--- src/rtl/fsr_pkg.sv ---
// Shared types and character constants for the FASTA record scanner.
`timescale 1ns / 1ps

package fsr_pkg;

   localparam int OUT_BITS = 32;

   localparam logic [7:0] CHAR_GT   = 8'h3E;  // '>'
   localparam logic [7:0] CHAR_NL   = 8'h0A;  // newline
   localparam logic [7:0] CHAR_LC_C = 8'h63;  // 'c'
   localparam logic [7:0] CHAR_UC_C = 8'h43;  // 'C'
   localparam logic [7:0] CHAR_LC_G = 8'h67;  // 'g'
   localparam logic [7:0] CHAR_UC_G = 8'h47;  // 'G'

   typedef struct packed {
      logic [7:0] byte_value;
      logic       end_of_input;
   } req_type;

   typedef struct packed {
      logic [OUT_BITS-1:0] record_index;
      logic [OUT_BITS-1:0] header_start;
      logic [OUT_BITS-1:0] header_end;
      logic [OUT_BITS-1:0] sequence_end;
      logic [OUT_BITS-1:0] line_length;
      logic [OUT_BITS-1:0] base_count;
      logic [OUT_BITS-1:0] gc_count;
      logic [OUT_BITS-1:0] longest_bases;
      logic                is_last;
   } rsp_type;

endpackage

--- src/rtl/fasta_record_scanner.sv ---
// Top level of the FASTA record scanner: input register, step core, result register.
`timescale 1ns / 1ps

// The scanner takes one FASTA text byte per beat and keeps up with one beat every
// clock cycle while no finished result waits on rsp_ready. A byte is captured in an
// input register, goes through the scanner step when the result register is free
// and, when it closes a record ('>' after an open record, or an end-of-input beat),
// leaves a result beat in the output register. The input register lets a new
// byte be taken while a finished result still waits on rsp_ready. An end-of-input
// beat reports the open record, if any, and returns all counters to zero so that the
// next byte starts a new stream. Counters saturate at 2**COUNT_BITS - 1 and the
// result fields carry their low 32 bits.
module fasta_record_scanner #(
   parameter int COUNT_BITS = 32
) (
   input  logic             clock,
   input  logic             reset,
   input  logic             req_valid,
   output logic             req_ready,
   input  fsr_pkg::req_type req_data,
   output logic             rsp_valid,
   input  logic             rsp_ready,
   output fsr_pkg::rsp_type rsp_data
);

   logic             in_valid_ff, in_valid_in;
   fsr_pkg::req_type in_data_ff;
   logic             rsp_valid_ff, rsp_valid_in;
   fsr_pkg::rsp_type rsp_data_ff;
   logic             step_en;
   fsr_pkg::rsp_type step_result;
   logic             step_hit;

   // A byte steps only when the result register is free to take what it produces.
   assign step_en   = in_valid_ff && (!rsp_valid_ff || rsp_ready);
   assign req_ready = !in_valid_ff || step_en;

   fsr_core #(
      .COUNT_BITS(COUNT_BITS)
   ) u_core (
      .clock     (clock),
      .reset     (reset),
      .step_en   (step_en),
      .item      (in_data_ff),
      .result    (step_result),
      .result_hit(step_hit)
   );

   always_comb begin
      in_valid_in = in_valid_ff;
      if (req_ready) begin
         in_valid_in = req_valid;
      end
      rsp_valid_in = rsp_valid_ff;
      if (step_en) begin
         rsp_valid_in = step_hit;
      end else if (rsp_ready) begin
         rsp_valid_in = 1'b0;
      end
   end

   always_ff @(posedge clock) begin
      if (reset) begin
         in_valid_ff  <= 1'b0;
         rsp_valid_ff <= 1'b0;
      end else begin
         in_valid_ff  <= in_valid_in;
         rsp_valid_ff <= rsp_valid_in;
      end
   end

   always_ff @(posedge clock) begin
      if (req_valid && req_ready) begin
         in_data_ff <= req_data;
      end
      if (step_en && step_hit) begin
         rsp_data_ff <= step_result;
      end
   end

   assign rsp_valid = rsp_valid_ff;
   assign rsp_data  = rsp_data_ff;

endmodule

--- src/rtl/fsr_core.sv ---
// Scanner state registers and the combinational byte step that updates them.
`timescale 1ns / 1ps

module fsr_core #(
   parameter int COUNT_BITS = 32
) (
   input  logic             clock,
   input  logic             reset,
   input  logic             step_en,
   input  fsr_pkg::req_type item,
   output fsr_pkg::rsp_type result,
   output logic             result_hit
);

   logic [COUNT_BITS-1:0] offset_ff, offset_in;
   logic                  in_header_ff, in_header_in;
   logic                  seen_ff, seen_in;
   logic [COUNT_BITS-1:0] index_ff, index_in;
   logic [COUNT_BITS-1:0] hdr_start_ff, hdr_start_in;
   logic [COUNT_BITS-1:0] hdr_end_ff, hdr_end_in;
   logic [COUNT_BITS-1:0] length_ff, length_in;
   logic [COUNT_BITS-1:0] bases_ff, bases_in;
   logic [COUNT_BITS-1:0] gc_ff, gc_in;
   logic [COUNT_BITS-1:0] longest_ff, longest_in;

   logic [COUNT_BITS-1:0] longest_now;
   logic                  is_gt;
   logic                  is_nl;
   logic                  is_gc;

   function automatic logic [COUNT_BITS-1:0] sat_inc(input logic [COUNT_BITS-1:0] v);
      return (&v) ? v : v + COUNT_BITS'(1);
   endfunction

   function automatic logic [fsr_pkg::OUT_BITS-1:0] to_out(input logic [COUNT_BITS-1:0] v);
      logic [63:0] wide;
      wide = 64'(v);
      return wide[fsr_pkg::OUT_BITS-1:0];
   endfunction

   assign is_gt = (item.byte_value == fsr_pkg::CHAR_GT);
   assign is_nl = (item.byte_value == fsr_pkg::CHAR_NL);
   assign is_gc = item.byte_value inside {fsr_pkg::CHAR_LC_C, fsr_pkg::CHAR_UC_C,
                                          fsr_pkg::CHAR_LC_G, fsr_pkg::CHAR_UC_G};

   // The running maximum includes the record being reported.
   assign longest_now = (bases_ff > longest_ff) ? bases_ff : longest_ff;

   assign result_hit = seen_ff && (item.end_of_input || is_gt);

   always_comb begin
      result.record_index  = to_out(index_ff);
      result.header_start  = to_out(hdr_start_ff);
      result.header_end    = to_out(hdr_end_ff);
      result.sequence_end  = to_out(offset_ff - COUNT_BITS'(1));
      result.line_length   = to_out(length_ff);
      result.base_count    = to_out(bases_ff);
      result.gc_count      = to_out(gc_ff);
      result.longest_bases = to_out(longest_now);
      result.is_last       = item.end_of_input;
   end

   always_comb begin
      offset_in    = offset_ff;
      in_header_in = in_header_ff;
      seen_in      = seen_ff;
      index_in     = index_ff;
      hdr_start_in = hdr_start_ff;
      hdr_end_in   = hdr_end_ff;
      length_in    = length_ff;
      bases_in     = bases_ff;
      gc_in        = gc_ff;
      longest_in   = longest_ff;
      if (item.end_of_input) begin
         // End of stream returns everything to its reset values.
         offset_in    = '0;
         in_header_in = 1'b0;
         seen_in      = 1'b0;
         index_in     = '0;
         hdr_start_in = '0;
         hdr_end_in   = '0;
         length_in    = '0;
         bases_in     = '0;
         gc_in        = '0;
         longest_in   = '0;
      end else begin
         offset_in = sat_inc(offset_ff);
         if (is_gt) begin
            if (seen_ff) begin
               longest_in = longest_now;
               index_in   = sat_inc(index_ff);
               length_in  = '0;
            end
            seen_in      = 1'b1;
            hdr_start_in = offset_ff;
            hdr_end_in   = '0;
            in_header_in = 1'b1;
         end else if (in_header_ff && is_nl) begin
            in_header_in = 1'b0;
            hdr_end_in   = offset_ff;
            length_in    = '0;
            bases_in     = '0;
            gc_in        = '0;
         end else begin
            if (!is_nl) begin
               bases_in = sat_inc(bases_ff);
               if (is_gc) begin
                  gc_in = sat_inc(gc_ff);
               end
            end
            length_in = sat_inc(length_ff);
         end
      end
   end

   always_ff @(posedge clock) begin
      if (reset) begin
         offset_ff    <= '0;
         in_header_ff <= 1'b0;
         seen_ff      <= 1'b0;
         index_ff     <= '0;
         hdr_start_ff <= '0;
         hdr_end_ff   <= '0;
         length_ff    <= '0;
         bases_ff     <= '0;
         gc_ff        <= '0;
         longest_ff   <= '0;
      end else if (step_en) begin
         offset_ff    <= offset_in;
         in_header_ff <= in_header_in;
         seen_ff      <= seen_in;
         index_ff     <= index_in;
         hdr_start_ff <= hdr_start_in;
         hdr_end_ff   <= hdr_end_in;
         length_ff    <= length_in;
         bases_ff     <= bases_in;
         gc_ff        <= gc_in;
         longest_ff   <= longest_in;
      end
   end

endmodule
--- config.mk ---
export PLATFORM = sky130hd
export DESIGN_NAME = fasta_record_scanner
export DESIGN_NICKNAME = d
export VERILOG_FILES = /design/src/rtl/fsr_pkg.sv /design/src/rtl/fasta_record_scanner.sv /design/src/rtl/fsr_core.sv
export SDC_FILE = /design/constraint.sdc
export NUM_CORES = 1
export LEC_CHECK = 0
export BUFFER_PORTS_ARGS = -buffer_cell sky130_fd_sc_hd__buf_4
export CORE_ASPECT_RATIO = 1.75
export CORE_MARGIN = 5
export CORE_UTILIZATION = 50
export DETAILED_ROUTE_END_ITERATION = 12
export PLACE_DENSITY = 0.79
export SLEW_MARGIN = 25
export SYNTH_ARGS = -nofsm -noshare
export SYNTH_HDL_FRONTEND = slang
export SYNTH_SLANG_ARGS = --single-unit
export TNS_END_PERCENT = 50
--- constraint.sdc ---
create_clock -name clock -period 13.1 [get_ports clock]
set_clock_uncertainty 0.2 [all_clocks]
set_input_delay 0.655 -clock clock [delete_from_list [all_inputs] [get_ports clock]]
set_output_delay 0.655 -clock clock [all_outputs]
set_load 0.02 [all_outputs]
; ---- Word-level counts from Yosys, hierarchy flattened
; Index checks and enable logic that the tools add are counted.
[totals]
ff_bits = 526
[op_classes]
n_lt_le_gt_ge = 1
n_reduce_logical = 29
n_mux = 38
add_sub_neg = 6
eq_ne = 14
[op_table]
columns = op, count
row1 = $mux 32, 31
row2 = $add 32x1->32 const B, 5
row3 = $reduce_and 32->1, 5
row4 = $eq 8x7->1 const B, 4
row5 = $gt 32x32->1, 1
row6 = $sub 32x1->32 const B, 1
row7 = $ne 3x2->1 const B, 3
row8 = $eq 8x4->1 const B, 1
row9 = $eq 8x6->1 const B, 1
row10 = $reduce_and 4->1, 2
row11 = $mux 1, 7
row12 = $ne 2x2->1 const B, 3
row13 = $reduce_and 2->1, 3
row14 = $reduce_and 3->1, 2
row15 = $reduce_bool 2->1, 3
row16 = $reduce_bool 3->1, 2
row17 = $logic_and 1x1->1, 5
row18 = $reduce_and 5->1, 1
row19 = $ne 4x2->1 const B, 1
row20 = $reduce_bool 4->1, 1
row21 = $logic_or 1x1->1, 3
row22 = $ne 3x3->1 const B, 1
row23 = $logic_not 1->1, 2

; ---- Logic depth before layout (Yosys ltp)
[depth]
depth_word = 7
depth_mapped = 10

; ---- By module
; From an unflattened synthesis, not the netlist that was laid out.
[unflattened]
cells_unflattened = 1844
hier_area_um2 = 21255.4
[modules_own_cells]
columns = module, area_per_inst_um2, cells_per_inst, seq_area_each_um2, n_inst
row1 = fsr_core, 13165.1, 1567, 5165.0, 1
row2 = fasta_record_scanner, 8090.3, 277, 8027.7, 1

; ---- Worst setup path after synthesis
; OpenSTA, ideal clock, no wires.
[synth_path]
kind = input -> register
from = in rsp_ready
to = reg rsp_data_ff, in the netlist rsp_data[0], enable pin
setup_ps = 883
arrival_time_ps = 12179
slack_ps = -162
path_stages = 5
n_path_buf = 1
path_cell_list = nand2b_1 and2_1 buf_1 o21ai_1 nor2_1
[synth_via]
elab_chain_len = 3
[synth_lines]
columns = element, line
row1 = "start, declared", fasta_record_scanner.sv:22  ; input logic rsp_ready,
row2 = $logic_or 1x1->1, fasta_record_scanner.sv:35  ; assign step_en = in_valid_ff && (!rsp_valid_ff || rsp_ready);
row3 = $logic_and 1x1->1, fasta_record_scanner.sv:35
row4 = $logic_and 1x1->1, fasta_record_scanner.sv:76  ; if (step_en && step_hit) begin
row5 = "end signal, assigned", fasta_record_scanner.sv:77  ; rsp_data_ff <= step_result;
row6 = "end, declared", fasta_record_scanner.sv:29  ; fsr_pkg::rsp_type rsp_data_ff;
; Every way passes these cells.
; A chain may end at the register's enable or synchronous reset.

; ---- Final worst setup path
[layout_path]
from = reg u_core.bases_ff[13]
to = reg u_core.bases_ff[31]
[layout_via]
elab_chain_len = 6
elab_cells_between_ends = 9
cone_classes = 1 x add/sub / 1 x eq/ne / 5 x mux / 2 x reduce/logical
[layout_lines]
columns = element, line
row1 = "start, declared", fsr_core.sv:22  ; logic [COUNT_BITS-1:0] bases_ff, bases_in;
row2 = "start signal, assigned", fsr_core.sv:136  ; bases_ff <= bases_in;
row3 = $add 32x1->32, fsr_core.sv:32  ; return (&v) ? v : v + COUNT_BITS'(1);
row4 = $mux 32, fsr_core.sv:32
row5 = $mux 32, fsr_core.sv:105  ; if (!is_nl) begin
row6 = $mux 32, fsr_core.sv:98  ; end else if (in_header_ff && is_nl) begin
row7 = $mux 32, fsr_core.sv:88  ; if (is_gt) begin
row8 = $mux 32, fsr_core.sv:74  ; if (item.end_of_input) begin
; Several ways; a longest one is shown, not always the timed one. The select of a mux whose other input is x is not followed.

==> tab_implementation.tex <==
\begin{tabular}{lr}
\hline
Metric & Value \\
\hline
\multicolumn{2}{l}{\textbf{Run status}} \\
Run status & finished, final reports clean \\
\multicolumn{2}{l}{\textbf{Critical path}} \\
Worst-path cell with the longest stage delay & sky130\_fd\_sc\_hd\_\_o2111ai\_2 \\
Critical Path Start Type & flop \\
Critical path cell sequence & nand3\_1, nor4\_2, nand4\_1, o2111ai\_2, nor3\_1, mux2\_1 \\
Data arrival time of the critical path & 4.51 ns \\
Sum of buffers and inverters on the critical path & 0 \\
Max FO, Critical Path & 17 \\
Gate family responsible for the most delay along the worst path & simple AND/OR/NAND/NOR gates \\
Kind of end point of the critical path & flop \\
Delay of the slowest cell on the worst path & 1.07 ns \\
Worst path required time & 13.36 ns \\
Startpoint-to-endpoint class of the critical path & reg2reg \\
\multicolumn{2}{l}{\textbf{Placed design}} \\
Routability-driven placement congestion ratio & 0.893 \\
Total of buffers placed on input and output ports & roughly 270 \\
Estimated wirelength of the detail-placed design & 40700 µm \\
Cell Count Post-Placement & 2790 \\
\multicolumn{2}{l}{\textbf{Clock tree}} \\
Clock transition time at the flip-flop clock pins of the worst setup and hold paths & about 0.070 ns \\
Hold-fix buffers, CTS & 0 \\
CTS Buf Count & 45 \\
H-tree levels & 2 \\
Clock tree from TritonCTS & built \\
Clock network latency to the later pin of the worst-skew pair & 0.57 ns \\
Buffer count from post-CTS setup fixing & 0 \\
Clk Tree Root Cell & sky130\_fd\_sc\_hd\_\_clkbuf\_16 \\
Clock sink count & 526 \\
Maximum buffer depth of the clock tree & 3 \\
Post-CTS resize count & 0 \\
\multicolumn{2}{l}{\textbf{Logic synthesis}} \\
Number of nets in the synthesized netlist & 2110 \\
Top cell type's share of synthesized area & 0.354 \\
Synth Warn \# & 0 \\
Share of async-settable or async-resettable flops after synthesis & 0 \\
Post-synth top area cell & sky130\_fd\_sc\_hd\_\_edfxtp\_1 \\
Number of distinct standard cells referenced by the synthesized netlist & 83 \\
Dominant cells by area after synthesis & sky130\_fd\_sc\_hd\_\_edfxtp\_1, sky130\_fd\_sc\_hd\_\_dfxtp\_1, sky130\_fd\_sc\_hd\_\_nor2\_1, sky130\_fd\_sc\_hd\_\_nand2\_1, sky130\_fd\_sc\_hd\_\_ha\_1 \\
Share of the yosys chip area belonging to registers & 0.584 \\
Most frequently used flop master after synthesis & sky130\_fd\_sc\_hd\_\_edfxtp\_1 \\
Total of flip-flops plus latches after synthesis & 526 \\
Avg Inst Size Synth & 11.0 µm² \\
Cell area after technology mapping & between 0.02 and 0.025 mm² \\
Most frequent cell after synthesis & sky130\_fd\_sc\_hd\_\_edfxtp\_1 \\
Gate count after technology mapping & 2059 \\
Most numerous cell types in the synthesized netlist & sky130\_fd\_sc\_hd\_\_edfxtp\_1, sky130\_fd\_sc\_hd\_\_dfxtp\_1, sky130\_fd\_sc\_hd\_\_nor2\_1, sky130\_fd\_sc\_hd\_\_nand2\_1, sky130\_fd\_sc\_hd\_\_a21oi\_1 \\
Post-synth EDFFs & 266 \\
\multicolumn{2}{l}{\textbf{Pwr}} \\
Internal power of the cells & 0.00254 W \\
Power density over cell area & around 120 mW/mm² \\
Cell leakage power & 10.0 nW \\
Clk pwr share & 0.439 \\
Power share of the combinational group & 0.028 \\
Maximum resistive drop on vdd & 0.000119 V \\
Switching share of total power & 0.214 \\
Net switching power of the design & $\sim$0.00069 W \\
Sequential group share of total power & 0.533 \\
\multicolumn{2}{l}{\textbf{Timing}} \\
Final TNS setup & 0 ns \\
Number of hold violations in the final report & 0 \\
Fmax & about 240 MHz \\
Setup repair after global routing missed its margin & no \\
Final worst-path cycle share & 0.325 \\
Max-slew violation total from the final report & 0 \\
Worst Max-Slew Pin Slew & 1.05 ns \\
Final critical delay including setup and external delays & 4.25 ns \\
Number of setup violations in the final report & 0 \\
Slew margin rel. & 0.303 \\
\multicolumn{2}{l}{\textbf{Drt}} \\
Via count & between 15000 and 20000 \\
Final routed wirelength across all metal layers & 60600 µm \\
DRC violation total after the first TritonRoute iteration & 1309 \\
Antenna violation net count after detailed routing & 0 \\
Iteration count of the initial detailed-routing pass & 7 \\
Routed length per instance & around 21 µm \\
Routed vias/inst & 6.09 \\
DRC & 0 \\
\multicolumn{2}{l}{\textbf{Finish}} \\
Area Overhead vs Synth & 17.9\% \\
Layout cells sized above 1 & 0.185 \\
Area occupied by multi-input gates & around 0.0086 mm² \\
Storage element area & roughly 0.013 mm² \\
Post-layout net count & around 2300 \\
Count of filler cells inserted in the layout & roughly 3600 \\
Share of the core filled with cells in the final layout & 0.592 \\
Final Instance Count excl. Fillers & 2876 \\
\multicolumn{2}{l}{\textbf{Global routing}} \\
Global router's overall resource usage & 0.235 \\
First-pass GRT wire length & 94400 µm \\
Number of antenna violations at the first check in global routing & 1 \\
Vias in the first global route & 17465 \\
Largest net degree at the start of global routing & around 170 \\
Global-route congestion overflow total & 0 \\
\multicolumn{2}{l}{\textbf{Die}} \\
Core Area & 0.0450 mm² \\
Horizontal die dimension & 171 µm \\
Starting utilization of the core area & 0.502 \\
Row count & 103 \\
Floorplan die area & 0.0497 mm² \\
Chip Height & 291 µm \\
IO Count & 272 \\
\multicolumn{2}{l}{\textbf{Worst hold path}} \\
Tightest Hold Check Type & in2reg \\
\multicolumn{2}{l}{\textbf{Flow run}} \\
Number of max-cap violations & 0 \\
\hline
\end{tabular}
## cell families (layout without fill, tap and decap cells)
kind of cell	after synthesis	count (layout)	share of synthesized area
buffers and inverters	210	449	0.0379
AO/OA/AOI/OAI	392	392	0.122
AND/OR/NAND/NOR	759	759	0.180
flip-flops	526	526	0.584
adder cells (fa/ha/maj)	38	38	0.0210
multiplexers	36	36	0.0173
other	0	1	0
XOR/XNOR	98	98	0.0380
## cell type report
class                           instances  share of cell area
Clock inverter                         33              0.0140
Sequential cell                       526               0.495
Multi-Input combinational cell       1323               0.324
Tap cell                              577              0.0271
Timing Repair Buffer                  294              0.0851
Antenna cell                            1           0.0000939
Clock buffer                           51              0.0447
Inverter                               71              0.0100
## through the flow
step	instance area, µm²	total power (W)	hold slack, ns	worst slack (ns)
6_report	26600	0.00323	0.0731	8.85
5_1_grt	26600	0.00333	0.0533	8.83
4_1_cts	26600	0.00326	0.0466	8.74
3_5_place_dp	25000	0.00185	0.207	8.79
3_3_place_gp	25000	0.00185	0.208	8.82
2_1_floorplan	22600	0.00182	0.200	4.21
## routing by layer
metal / vias up / wire length, µm / global-route usage
met1: 8493 / 21800 / 0.263
met2: 762 / 31300 / 0.423
met3: 205 / 3890 / 0.0340
met4: 0 / 3570 / 0.130
met5: - / 0 / 0
li1: 8052 / - / -
## path summary, 6_finish.rpt
| kind | start | end | slack, ns | depth (start not counted) |
|---|---|---|---|---|
| setup reg to reg | u_core.bases_ff[13]$_SDFFE_PP0P_ | u_core.bases_ff[31]$_SDFFE_PP0P_ | 8.85 | 6 |
| setup / recovery | u_core.bases_ff[13]$_SDFFE_PP0P_ | u_core.bases_ff[31]$_SDFFE_PP0P_ | 8.85 | 6 |
| hold reg to reg | u_core.hdr_end_ff[15]$_SDFFE_PP0P_ | rsp_data[176]$_DFFE_PP_ | 0.22 | 0 |
| hold / removal | req_data[6] | in_data_ff[6]$_DFFE_PP_ | 0.07 | 1 |
## cell usage in the layout, fill, tap and decap left out, types with 13 or more instances in the layout
cell type                     n
sky130_fd_sc_hd__buf_4      290
sky130_fd_sc_hd__edfxtp_1   266
sky130_fd_sc_hd__dfxtp_1    260
sky130_fd_sc_hd__nor2_1     193
sky130_fd_sc_hd__nand2_1    127
sky130_fd_sc_hd__a21oi_1     91
sky130_fd_sc_hd__inv_1       71
sky130_fd_sc_hd__nand3_1     69
sky130_fd_sc_hd__and2_1      67
sky130_fd_sc_hd__and3_1      58
sky130_fd_sc_hd__xnor2_1     54
sky130_fd_sc_hd__o31ai_1     51
sky130_fd_sc_hd__nand4_1     50
sky130_fd_sc_hd__or3_1       47
sky130_fd_sc_hd__clkbuf_16   47
sky130_fd_sc_hd__xor2_1      44
sky130_fd_sc_hd__ha_1        38
sky130_fd_sc_hd__a221oi_1    34
sky130_fd_sc_hd__o21ai_0     33
sky130_fd_sc_hd__a22oi_1     32
sky130_fd_sc_hd__or4_1       30
sky130_fd_sc_hd__a31oi_1     29
sky130_fd_sc_hd__and4_1      22
sky130_fd_sc_hd__o211ai_1    19
sky130_fd_sc_hd__mux2_2      17
sky130_fd_sc_hd__nor4_1      13
sky130_fd_sc_hd__nor3_1      13
## flip-flops by register name, indices dropped and copies added (netlist names), 9 cells and up
signal	flops
u_core.index_ff	32
u_core.longest_ff	32
u_core.offset_ff	32
rsp_data	257
in_data_ff	9
u_core.length_ff	32
u_core.hdr_start_ff	32
u_core.hdr_end_ff	32
u_core.gc_ff	32
u_core.bases_ff	32
## power groups by stage
stage | clock network, W | registers [W] | logic [W]
after CTS | 0.00144 | 0.00172 | 0.0000908
final | 0.00142 | 0.00172 | 0.0000916
after global routing | 0.00151 | 0.00172 | 0.0000978
after floorplan | 0 | 0.00176 | 0.0000582
after detailed placement | 0 | 0.00176 | 0.0000903
after global placement | 0 | 0.00176 | 0.0000872
Note: power is estimated with default switching activity, not from simulation.
